--- src/hdl/gti_pkg.sv ---
`timescale 1ns / 1ps
`default_nettype none
// ----------------------------------------------------------------------------
// gti_pkg
// Constants and GF(2^8) composite-field arithmetic for the tower-field
// inverter: basis change matrices and the GF(4)/GF(16)/GF(256) primitives.
// ----------------------------------------------------------------------------
package gti_pkg;

  localparam int unsigned ByteW = 8;

  // Polynomial basis reduction polynomial x^8+x^4+x^3+x+1 (implied by the
  // matrices below, kept for reference)
  localparam logic [8:0] FIELD_POLY = 9'h11B;

  // Extension coefficients: GF(16) over GF(4), GF(256) over GF(16)
  localparam logic [1:0] NU_COEF     = 2'h2;
  localparam logic [3:0] LAMBDA_COEF = 4'h1;

  // Basis change matrices, row r at [r]
  localparam logic [7:0][7:0] TO_TOWER = {
    8'hff, 8'ha9, 8'h81, 8'h09, 8'h48, 8'hf2, 8'hf3, 8'h98
  };
  localparam logic [7:0][7:0] FROM_TOWER = {
    8'h60, 8'hde, 8'h29, 8'h68, 8'h8c, 8'h6e, 8'h78, 8'h64
  };

  // Bit k of the operand selects row 7-k; selected rows are XORed
  function automatic logic [7:0] map_basis(input logic [7:0] v,
                                           input logic [7:0][7:0] rows);
    logic [7:0] acc;
    acc = '0;
    for (int k = 0; k < 8; k++) begin
      if (v[k]) acc = acc ^ rows[7 - k];
    end
    return acc;
  endfunction

  // GF(4), normal basis
  function automatic logic [1:0] mul4(input logic [1:0] x, input logic [1:0] y);
    logic e;
    e = (x[1] ^ x[0]) & (y[1] ^ y[0]);
    return {(x[1] & y[1]) ^ e, (x[0] & y[0]) ^ e};
  endfunction

  // GF(16) over GF(4), normal basis
  function automatic logic [3:0] mul16(input logic [3:0] x, input logic [3:0] y);
    logic [1:0] e;
    e = mul4(mul4(x[3:2] ^ x[1:0], y[3:2] ^ y[1:0]), NU_COEF);
    return {mul4(x[3:2], y[3:2]) ^ e, mul4(x[1:0], y[1:0]) ^ e};
  endfunction

  // GF(16) inverse via GF(4) (inverse in GF(4) is squaring)
  function automatic logic [3:0] inv16(input logic [3:0] x);
    logic [1:0] s;
    logic [1:0] t;
    logic [1:0] e;
    s = x[3:2] ^ x[1:0];
    t = mul4(mul4(s, s), NU_COEF) ^ mul4(x[3:2], x[1:0]);
    e = mul4(t, t);
    return {mul4(e, x[1:0]), mul4(e, x[3:2])};
  endfunction

  // GF(256) over GF(16), normal basis
  function automatic logic [7:0] inv256(input logic [7:0] x);
    logic [3:0] s;
    logic [3:0] e;
    s = x[7:4] ^ x[3:0];
    e = inv16(mul16(mul16(s, s), LAMBDA_COEF) ^ mul16(x[7:4], x[3:0]));
    return {mul16(e, x[3:0]), mul16(e, x[7:4])};
  endfunction

endpackage
`default_nettype wire

--- src/hdl/gti_in_if.sv ---
`timescale 1ns / 1ps
`default_nettype none
// ----------------------------------------------------------------------------
// gti_in_if
// Input channel: one polynomial-basis byte per transfer.
// ----------------------------------------------------------------------------
interface gti_in_if;
  logic       valid;
  logic       ready;
  logic [7:0] value_in;

  modport source (output valid, output value_in, input ready);
  modport sink   (input valid, input value_in, output ready);
endinterface
`default_nettype wire

--- src/hdl/gti_out_if.sv ---
`timescale 1ns / 1ps
`default_nettype none
// ----------------------------------------------------------------------------
// gti_out_if
// Output channel: one inverse byte per transfer.
// ----------------------------------------------------------------------------
interface gti_out_if;
  logic       valid;
  logic       ready;
  logic [7:0] inverse_out;

  modport source (output valid, output inverse_out, input ready);
  modport sink   (input valid, input inverse_out, output ready);
endinterface
`default_nettype wire

--- src/hdl/gti_core.sv ---
`timescale 1ns / 1ps
`default_nettype none
// ----------------------------------------------------------------------------
// gti_core
// Combinational datapath: map into the tower field, invert, map back.
// ----------------------------------------------------------------------------
module gti_core import gti_pkg::*; (
  input  wire logic [7:0] value,
  output logic      [7:0] inverse
);

  logic [7:0] tower;
  logic [7:0] tower_inv;

  // Basis change in, tower inversion, basis change out
  assign tower     = map_basis(value, TO_TOWER);
  assign tower_inv = inv256(tower);
  assign inverse   = map_basis(tower_inv, FROM_TOWER);

endmodule
`default_nettype wire

--- src/hdl/gf256_tower_field_inverse.sv ---
`timescale 1ns / 1ps
`default_nettype none
// ----------------------------------------------------------------------------
// gf256_tower_field_inverse
// Multiplicative inverse in GF(2^8) (AES polynomial basis), zero to zero.
// ----------------------------------------------------------------------------
// Takes one byte per cycle while the output is not stalled and returns its inverse
// through one input register and one result register, with the composite-field
// XOR/AND network between them. A stall on the output holds both registers, and
// a new byte is still taken while the input register is empty or moving forward
// in the same cycle.
// ----------------------------------------------------------------------------
module gf256_tower_field_inverse import gti_pkg::*; (
  input wire logic  clk,
  input wire logic  rst,
  gti_in_if.sink    in_ch,
  gti_out_if.source out_ch
);

  logic       s1_valid;
  logic [7:0] s1_value;
  logic       out_valid;
  logic [7:0] out_data;
  logic [7:0] inv_comb;
  logic       s1_adv;

  // Pipeline flow control
  assign s1_adv      = !out_valid || out_ch.ready;
  assign in_ch.ready = !s1_valid || s1_adv;

  // Input register
  always_ff @(posedge clk) begin
    if (rst) begin
      s1_valid <= 1'b0;
    end else if (in_ch.ready) begin
      s1_valid <= in_ch.valid;
    end
    if (in_ch.valid && in_ch.ready) begin
      s1_value <= in_ch.value_in;
    end
  end

  gti_core u_core (
    .value   (s1_value),
    .inverse (inv_comb)
  );

  // Result register
  always_ff @(posedge clk) begin
    if (rst) begin
      out_valid <= 1'b0;
    end else if (s1_adv) begin
      out_valid <= s1_valid;
    end
    if (s1_valid && s1_adv) begin
      out_data <= inv_comb;
    end
  end

  assign out_ch.valid       = out_valid;
  assign out_ch.inverse_out = out_data;

  // Assertions
  a_reset_empty: assert property (@(posedge clk) $past(rst) |-> !out_valid && !s1_valid)
    else $error("pipeline not empty after reset");

  a_result_load: assert property (@(posedge clk) disable iff (rst)
    (s1_valid && s1_adv) |=> (out_valid && out_data == $past(inv_comb)))
    else $error("result register missed a transfer");

  a_zero_map: assert property (@(posedge clk) disable iff (rst)
    (s1_valid && s1_value == 8'h00) |-> inv_comb == 8'h00)
    else $error("zero did not map to zero");

  a_ready_free: assert property (@(posedge clk) disable iff (rst)
    !s1_valid |-> in_ch.ready)
    else $error("input stalled with empty input register");

endmodule
`default_nettype wire

--- src/flat_wrapper.sv ---
// flat-port wrapper written by rule: the top's interface ports become plain ports
module gf256_tower_field_inverse_flat import gti_pkg::*;
  (clk, rst, in_ch_valid, in_ch_value_in, in_ch_ready, out_ch_valid, out_ch_inverse_out, out_ch_ready);
  gti_in_if in_ch_i ();
  gti_out_if out_ch_i ();
  input wire logic clk;
  input wire logic rst;
  input wire logic [$bits(in_ch_i.valid)-1:0] in_ch_valid;
  input wire logic [$bits(in_ch_i.value_in)-1:0] in_ch_value_in;
  output wire logic [$bits(in_ch_i.ready)-1:0] in_ch_ready;
  output wire logic [$bits(out_ch_i.valid)-1:0] out_ch_valid;
  output wire logic [$bits(out_ch_i.inverse_out)-1:0] out_ch_inverse_out;
  input wire logic [$bits(out_ch_i.ready)-1:0] out_ch_ready;
  assign in_ch_i.valid = in_ch_valid;
  assign in_ch_i.value_in = in_ch_value_in;
  assign in_ch_ready = in_ch_i.ready;
  assign out_ch_valid = out_ch_i.valid;
  assign out_ch_inverse_out = out_ch_i.inverse_out;
  assign out_ch_i.ready = out_ch_ready;
  gf256_tower_field_inverse u_core (.clk(clk), .rst(rst), .in_ch(in_ch_i), .out_ch(out_ch_i));
endmodule
--- config.mk ---
export PLATFORM = sky130hd
export DESIGN_NAME = gf256_tower_field_inverse_flat
export DESIGN_NICKNAME = d
export VERILOG_FILES = /design/src/hdl/gti_pkg.sv /design/src/hdl/gti_in_if.sv /design/src/hdl/gti_out_if.sv /design/src/hdl/gti_core.sv /design/src/hdl/gf256_tower_field_inverse.sv /design/src/flat_wrapper.sv
export SDC_FILE = /design/constraint.sdc
export NUM_CORES = 1
export LEC_CHECK = 0
export BUFFER_PORTS_ARGS = -buffer_cell sky130_fd_sc_hd__buf_4
export CAP_MARGIN = 20
export CORE_AREA = 5 5 89 91
export CTS_CLUSTER_DIAMETER = 80
export DETAILED_ROUTE_END_ITERATION = 6
export DIE_AREA = 0 0 94 96
export MAX_ROUTING_LAYER = met4
export SLEW_MARGIN = 25
export SYNTH_ARGS = -nofsm -noshare
export SYNTH_HDL_FRONTEND = slang
export SYNTH_SLANG_ARGS = --single-unit
--- constraint.sdc ---
create_clock -name clk -period 6.3 [get_ports clk]
set_input_delay 0.945 -clock clk [delete_from_list [all_inputs] [get_ports clk]]
set_output_delay 0.945 -clock clk [all_outputs]
set_load 0.01 [all_outputs]
* After elaboration in Yosys (flattened, before gate mapping)
Cells that the tools add are included.
** Word-level totals
- Input bits :: 12
- Output and inout bits :: 10
- Register bits after elaboration :: 18
- Word-level logic and storage cells :: 161
** Operators by class
- Reduce and logical (&&, ||, !) cells :: 6
- Bitwise operators :: 135
- Mux-type cells :: 16
** Operators by type and width (number)
- $xor 1x1->1 :: 67
- $mux 8 :: 8
- $mux 7 :: 6
- $and 1x1->1 :: 36
- $xor 2x2->2 :: 16
- $not 3->3 :: 5
- $not 5->5 :: 2
- $not 4->4 :: 2
- $xor 4x4->4 :: 2
- $mux 6 :: 1
- $not 2->2 :: 3
- $not 5->6 :: 1
- $not 6->6 :: 1
- $mux 4 :: 1
- $logic_and 1x1->1 :: 2
- $logic_not 1->1 :: 2
- $logic_or 1x1->1 :: 2

* Depth between registers and ports, before layout
Gate-level depths: netlist (run 1).
- Depth in word-level cells :: 62
- Mapped depth :: 27
- Gate-level depth less buffers :: 25

* Hierarchy
Synthesis (run 1) repeated with hierarchy kept, for this count alone.
** Unflattened totals
- Cells, all modules :: 258
- Area total of the unflattened synthesis :: 2596.2 um^2
** By module, submodules not included
- gti_core :: area an instance 2011.9 um^2, seq. area each 0.0 um^2, times used 1, cells an instance 232
- gf256_tower_field_inverse :: area an instance 584.3 um^2, seq. area each 520.5 um^2, times used 1, cells an instance 26

* Worst setup path after synthesis (run 1)
No wires, ideal clock.
- Path type :: register to register
- Start :: register u_core.s1_value[5]
- End :: register u_core.out_data[3], in the netlist u_core.out_ch.inverse_out[3] (data pin)
- Data required time :: 6040 ps
- Cell stages (with the launch flop) :: 27
- Library setup time :: 260 ps
- Setup slack :: -404 ps
- Buffers on the path :: 2
- Arrival time :: 6444 ps
- Clock period less this slack :: 6704 ps
- Cell sequence :: edfxtp_1 > buf_2 > xor2_1 > xnor2_1 > xnor2_1 > xnor2_1 > inv_1 > ha_1 > xnor2_1 > xnor2_1 > xnor2_2 > inv_2 > ha_1 > xor2_1 > xnor2_1 > xnor2_1 > xnor2_1 > a21oi_1 > or2_2 > clkbuf_1 > nand3_1 > o2111ai_1 > a2111oi_2 > xnor3_1 > xor2_1 > xnor3_1 > xor2_1
** Between the ends
- Cells in the longest elaborated chain, start to end :: 49
- Elaborated cells on any way between the ends :: 133
- Classes of those cells :: mux: 10; bitwise: 123
** RTL lines
- start, declared :: RTL line gf256_tower_field_inverse.sv:21 : logic [7:0] s1_value;
- start signal, assigned :: RTL line gf256_tower_field_inverse.sv:39 : s1_value <= in_ch.value_in;
- $mux 8 * :: RTL line gti_pkg.sv:34 : if (v[k]) acc = acc ^ rows[7 - k];
- $not 6->6 (no source line)
- $mux 8 * :: RTL line gti_pkg.sv:34
- $not 3->3 (no source line)
- $mux 8 * :: RTL line gti_pkg.sv:34
- $xor 4x4->4 :: RTL line gti_pkg.sv:68 : s = x[7:4] ^ x[3:0];
- $xor 2x2->2 :: RTL line gti_pkg.sv:49 : e = mul4(mul4(x[3:2] ^ x[1:0], y[3:2] ^ y[1:0]), NU_COEF);
- $xor 1x1->1 :: RTL line gti_pkg.sv:42 : e = (x[1] ^ x[0]) & (y[1] ^ y[0]);
- [... 33 more ...]
- $mux 7 :: RTL line gti_pkg.sv:34
- $not 3->3 (no source line)
- $mux 8 :: RTL line gti_pkg.sv:34
- $not 5->5 (no source line)
- $mux 7 :: RTL line gti_pkg.sv:34
- $not 4->4 (no source line)
- $mux 7 * (2 in series) :: RTL line gti_pkg.sv:34
- via u_core.inv_comb[3] :: RTL line gf256_tower_field_inverse.sv:24 : logic [7:0] inv_comb;
- end signal, assigned :: RTL line gf256_tower_field_inverse.sv:56 : out_data <= inv_comb;
- end, declared :: RTL line gf256_tower_field_inverse.sv:23 : logic [7:0] out_data;
The timed path passes the listed nets; every way through them passes the cells marked *.
A chain may end at the register's enable or synchronous reset.

* Final worst setup path (run 1)
Same ends and word-level chain as after synthesis.

==> impl_metrics.csv, run 1 <==
group,metric,value,unit
outcome,status,"finished, final reports clean",
die,fp-row-count,31,
routing,wl_per_cell,14.69,um
synthesis,synthCells,305,
critical_path,cp-startpoint,"u_core.s1_value[5]",
synthesis,synth_nets,323,
critical_path,endpoint_kind,"register",
final_layout,finalCoreUtilization,50.02,%
cts,cts.path.max_buffers,2,
cts,clkSinkCount,18,
critical_path,path_depth,27,
critical_path,cp.buffers_inverters,5,
critical_path,critPathTopFamily,"XOR/XNOR gates",
global_route,first_global_vias,2199,
routing,route.detailed.drc,0,
timing,skew,5.404,ps
critical_path,r2r_end,"u_core.out_ch.inverse_out[3]",
final_layout,num_antenna_cells,0,
final_layout,finalNetCount,375,
critical_path,start_kind,"register",
die,initial_core_util,38.25,%
final_layout,drive_above_1_share,34.83,%
die,io_pins,22,
critical_path,critPathSlowestCell,"or4_1",
cts,root_buffer,"clkbuf_8",
global_route,grt_start_max_net_pins,15,
timing,worst_slew_pin_slew,698.5,ps
placement,io_buffers,21,
global_route,grt_first_pass_wirelength,10580,um
synthesis,async_reset_ff_share,0,%
synthesis,synth_top_area_share,17.79,%
critical_path,critPathMaxStageDelay,490,ps
global_route,grt_usage,15.03,%
hold_path,hp-start,"u_core.s1_valid",
timing,finalCritPeriodShare,95.68,%
critical_path,reg2reg_from,"u_core.s1_value[5]",
die,core,7059,um^2
routing,viasPerCell,5.316,
die,die_w,94,um
timing,max_freq,0.1659,GHz
die,die_h,96,um
cts,clkTransAtPathRegs,70,ps
synthesis,synthTopCellsByCount,"36 x xnor2_1, 28 x nand2_1, 25 x nor2_1",
critical_path,ff2ff_path_depth,27,
cts,clk-insertion-delay-late,250,ps
synthesis,synth_seq_cells,18,
synthesis,synthTopCellsByArea,"edfxtp_1 18%, xnor2_1 12%, xor2_1 7.5%",
flow_run,cap_violations,0,
synthesis,ys_types,67,
final_layout,area_growth,30.77,%
synthesis,avgSynthCellArea,8.853,um^2
cts,numCtsBuffers,3,
timing,setup_viol,0,
synthesis,yosys_warnings,0,
synthesis,synth_most_common_cell,"xnor2_1",
timing,layout_min_cycle_time,6028,ps
routing,drtAntennaViolNets,0,
synthesis,synth_top_flop_cell,"edfxtp_1",
synthesis,synth.cell_area,2700,um^2
critical_path,crit_type,"reg -> reg",
routing,routed_wl,6684,um
critical_path,arrival,6040,ps
synthesis,ys_seq_area_share,19.28,%
die,die-area,9024,um^2
timing,final_hold_viol_count,0,
routing,dr.pass1.iters,4,
hold_path,hold_class,"reg -> reg",
timing,relSlewSlack,52.10,%
critical_path,crit_top_cell,"xnor2_2",
critical_path,critPathRequiredTime,6310,ps
timing,holdWs,506.9,ps
critical_path,path_max_fanout,11,
timing,drv_slew,0,
cts,htreeDepth,1,
routing,drt_iter0_markers,84,
placement,place_inst,441,
critical_path,regToRegSetupSlack,270,ps
synthesis,synth_edf_count,16,
placement,place_congestion,0.9205,
global_route,grt-ovfl-total,0,
final_layout,instances_no_fill,455,
placement,dp_hpwl,5279,um
cts,tritoncts,"done",
global_route,antenna_found_initial,0,
critical_path,endpoint,"u_core.out_ch.inverse_out[3]",
synthesis,yosys.area.top_type,"edfxtp_1",
routing,vias,2419,
## per-stage QoR
stage	cell area [um^2]	TNS, ps	worst slack [ps]
detailed placement	3207	-72.41	-72.41
floorplan	2785	0	14.75
global placement	3207	0	97.07
global route	3531	-66.79	-66.79
finish	3531	0	272.1
CTS	3277	0	16.46
## placed cells by master, fill, tap and decap left out, types with 4 or more instances in the layout
cell type,netlist,final
clkbuf_8,0,4
and2_1,4,4
edfxtp_1,16,16
mux2i_1,4,4
a31oi_1,4,4
buf_4,0,60
xnor2_4,1,4
nor2b_1,5,5
xor2_2,4,7
or3_1,4,4
ha_1,6,5
nand2_1,28,28
xnor3_1,6,5
xor2_1,23,18
xnor2_2,3,14
xnor3_2,3,4
or2_2,4,4
o22ai_1,8,8
xnor2_1,36,22
a21oi_1,18,18
nand3_1,9,8
inv_1,7,7
o21ai_0,7,6
nor2_1,25,22
## what timing repair did
| action | 4_1_cts | 5_1_grt |
|---|---|---|
| endpoints found under the setup margin | 1 | 7 |
| setup buffers | 2 | 8 |
| gates cloned | 0 | 0 |
| hold buffers | 0 | 0 |
| resized for setup | 0 | 28 |
| pin swaps | 2 | 8 |
## state kept, by name, indices dropped and copies added (netlist names)
register and cells:
u_core.s1_valid 1, u_core.out_ch.inverse_out 8, u_core.out_ch.valid 1, u_core.s1_value 8
## cell type report
class,instances,area [um^2]
Clock buffer,4,55.05
Tap cell,99,123.9
Timing Repair Buffer,60,450.4
Multi-Input combinational cell,264,2344
Sequential cell,18,520.5
Inverter,10,37.54
Fill cell,681,3528
## cells by family after synthesis
logic type	share of synthesized area, %
flip-flops	19.28
adder cells (fa/ha/maj)	2.780
AO/OA/AOI/OAI	18.86
multiplexers	3.244
buffers and inverters	4.263
AND/OR/NAND/NOR	19.56
XOR/XNOR	32.02
## worst min-delay path by stage
stage,end,depth (start not counted)
floorplan,u_core.out_ch.valid,2
global placement,u_core.out_ch.valid,2
detailed placement,u_core.out_ch.valid,2
CTS,u_core.out_ch.valid,2
global route,u_core.out_ch.valid,2
finish,u_core.out_ch.valid,2
## per-layer routing
layer	up-vias	part of all wire, %	GRT usage [%]
li1	1203	-	-
met2	63	51	26.14
met5	-	0	-
met3	16	3.4	2.033
met1	1137	44	18.66
met4	0	1.6	3.369
## worst register-to-register path, cell delays in order (launching register included)
cell and delay [ps]:
edfxtp_1 440, xor2_2 210, xnor2_2 160, buf_4 170
xnor2_4 130, xnor2_2 200, inv_1 100, ha_1 330
xnor2_2 220, xnor2_2 160, xnor2_2 160, inv_2 80
ha_4 280, xor2_2 200, xnor2_2 150, xnor2_2 140
buf_4 160, xor2_4 210, a21oi_1 100, and4_4 200
nor4_4 280, a31oi_1 140, buf_4 190, or4_1 490
nand3_2 110, xnor2_2 160, xnor3_1 460, xor2_1 140
Power of run 1 is not shown: default switching activity piles up to over one toggle a cycle in this logic, so the estimate is an artifact.
==> run 2, diff against run 1 <==
--- a/config.mk
+++ b/config.mk
@@ -7,10 +7,10 @@
 export LEC_CHECK = 0
 export BUFFER_PORTS_ARGS = -buffer_cell sky130_fd_sc_hd__buf_4
 export CAP_MARGIN = 20
-export CORE_AREA = 5 5 89 91
+export CORE_AREA = 5 5 82 99
 export CTS_CLUSTER_DIAMETER = 80
 export DETAILED_ROUTE_END_ITERATION = 6
-export DIE_AREA = 0 0 94 96
+export DIE_AREA = 0 0 87 104
 export MAX_ROUTING_LAYER = met4
 export SLEW_MARGIN = 25
 export SYNTH_ARGS = -nofsm -noshare
==> run 2 against run 1 <==
Against the previous run: die area is 0.27% higher; non-clock buffer count increased by 8; core utilization grew 1.7 points; cell count shrank 0.22%; sequential share of layout area is 0.58 points lower; register-to-register slack worse by 120 ps; design area is 4.1% higher.
==> impl_metrics.csv, run 2 (synthesis gave the netlist of run 1 again) <==
group,metric,value,unit
critical_path,cp-startpoint,"u_core.s1_value[1]",
critical_path,reg2reg_from,"u_core.s1_value[1]",
cts,clk-insertion-delay-late,250,ps
cts,tritoncts,"done",
routing,route.detailed.drc,0,
hold_path,hold_class,"reg -> reg",
critical_path,crit_type,"reg -> reg",
timing,setup_viol,0,
timing,finalCritPeriodShare,97.61,%
global_route,antenna_found_initial,0,
global_route,grt_start_max_net_pins,15,
timing,final_hold_viol_count,0,
critical_path,arrival,6150,ps
die,initial_core_util,38.01,%
flow_run,cap_violations,0,
final_layout,area_growth,36.14,%
die,die-area,9048,um^2
die,io_pins,22,
placement,dp_hpwl,5474,um
timing,layout_min_cycle_time,6149,ps
timing,drv_slew,0,
routing,drtAntennaViolNets,0,
placement,dpl-instance-area,3203,um^2
timing,skew,3.880,ps
routing,viasPerCell,5.396,
cts,clkTransAtPathRegs,60,ps
timing,holdWs,519.2,ps
timing,max_freq,0.1626,GHz
cts,numCtsBuffers,3,
critical_path,start_kind,"register",
global_route,grt_usage,15.70,%
placement,io_buffers,21,
routing,wl_per_cell,15.59,um
placement,dp_slack,-143.2,ps
hold_path,hp-start,"u_core.s1_valid",
timing,relSlewSlack,55.13,%
critical_path,critPathRequiredTime,6310,ps
routing,routed_wl,7076,um
critical_path,path_max_fanout,6,
cts,root_buffer,"clkbuf_8",
placement,place_congestion,0.9163,
timing,worst_slew_pin_slew,671.6,ps
global_route,grt-ovfl-total,0,
timing,fin_tns_setup,0,ps
routing,drt_iter0_markers,115,
final_layout,finalNetCount,383,
cts,htreeDepth,1,
final_layout,num_antenna_cells,0,
global_route,grt_first_pass_wirelength,11140,um
global_route,first_global_vias,2375,
die,fp-row-count,34,
final_layout,final_cell_area,3676,um^2
final_layout,mostFrequentLayoutCells,"66 x buf_4, 28 x nand2_1, 23 x xnor2_1, 22 x nor2_1, 18 x a21oi_1",
cts,clkSinkCount,18,
die,core,7104,um^2
cts,cts.path.max_buffers,2,
final_layout,layout_commonest_cell,"buf_4",
routing,vias,2450,
routing,dr.pass1.iters,5,
die,die_h,104,um
final_layout,fill_cells,627,
final_layout,drive_above_1_share,37.91,%
timing,setup_ws,150.7,ps
die,die_w,87,um
outcome,status,"finished, final reports clean",
critical_path,endpoint_kind,"register",
==> run 2: critical path: stages (launching register included) <==
cell and delay [ps]:
edfxtp_1 380, buf_4 150, xnor3_2 470, xnor2_4 230, xor2_2 200, ha_4 240, xnor2_4 220, xnor2_2 160
xnor2_2 150, inv_2 80, ha_4 300, xor2_4 190, xnor2_2 150, xnor2_2 110, buf_4 180, xnor2_4 240
buf_4 160, nor2_4 40, nor2_2 150, a32oi_1 90, a31oi_1 320, a31oi_4 70, clkdlybuf4s15_2 270, or4_1 470
nand3_1 120, xnor2_2 170, xnor3_1 450, xor2_1 140
==> run 2: metal layers <==
metal	up-vias	share of wire (%)	global-route usage (%)
li1	1216	-	-
met1	1154	39	17.38
met2	65	56	29.10
met3	15	3.0	1.268
met4	0	2.1	4.677
met5	-	0	-
==> run 2: through the flow <==
stage | cells | util [%]
floorplan | 305 | -
global placement | 433 | 45.09
detailed placement | 433 | 45.09
CTS | 439 | 46.18
global route | 454 | 51.74
finish | 454 | 51.74
==> run 2: path summary, 6_finish.rpt <==
path / endpoint / slack (ps) / depth (start not counted)
hold reg to reg: u_core.out_ch.valid / 520 / 2
setup reg to reg: u_core.out_ch.inverse_out[3] / 150 / 27
setup / recovery: u_core.out_ch.inverse_out[3] / 150 / 27
hold / removal: u_core.out_ch.valid / 520 / 2
==> run 2: repair_timing <==
item,in CTS,in global routing
hold buffers,0,0
resized for setup,1,38
gates cloned,0,1
buffers inserted,2,14
pin swaps,3,18
endpoints found under the setup margin,3,5
==> run 2: cell type report <==
type                       instances  area (um^2)  share of cell area [%]
multi-input combinational        264         2432                   66.17
inverter                          10        37.54                   1.021
clock buffer                       4        55.05                   1.498
sequential                        18        520.5                   14.16
tap                               90        112.6                   3.063
timing repair buffer              68        518.0                   14.09
Power of run 2 is left out for the same reason.
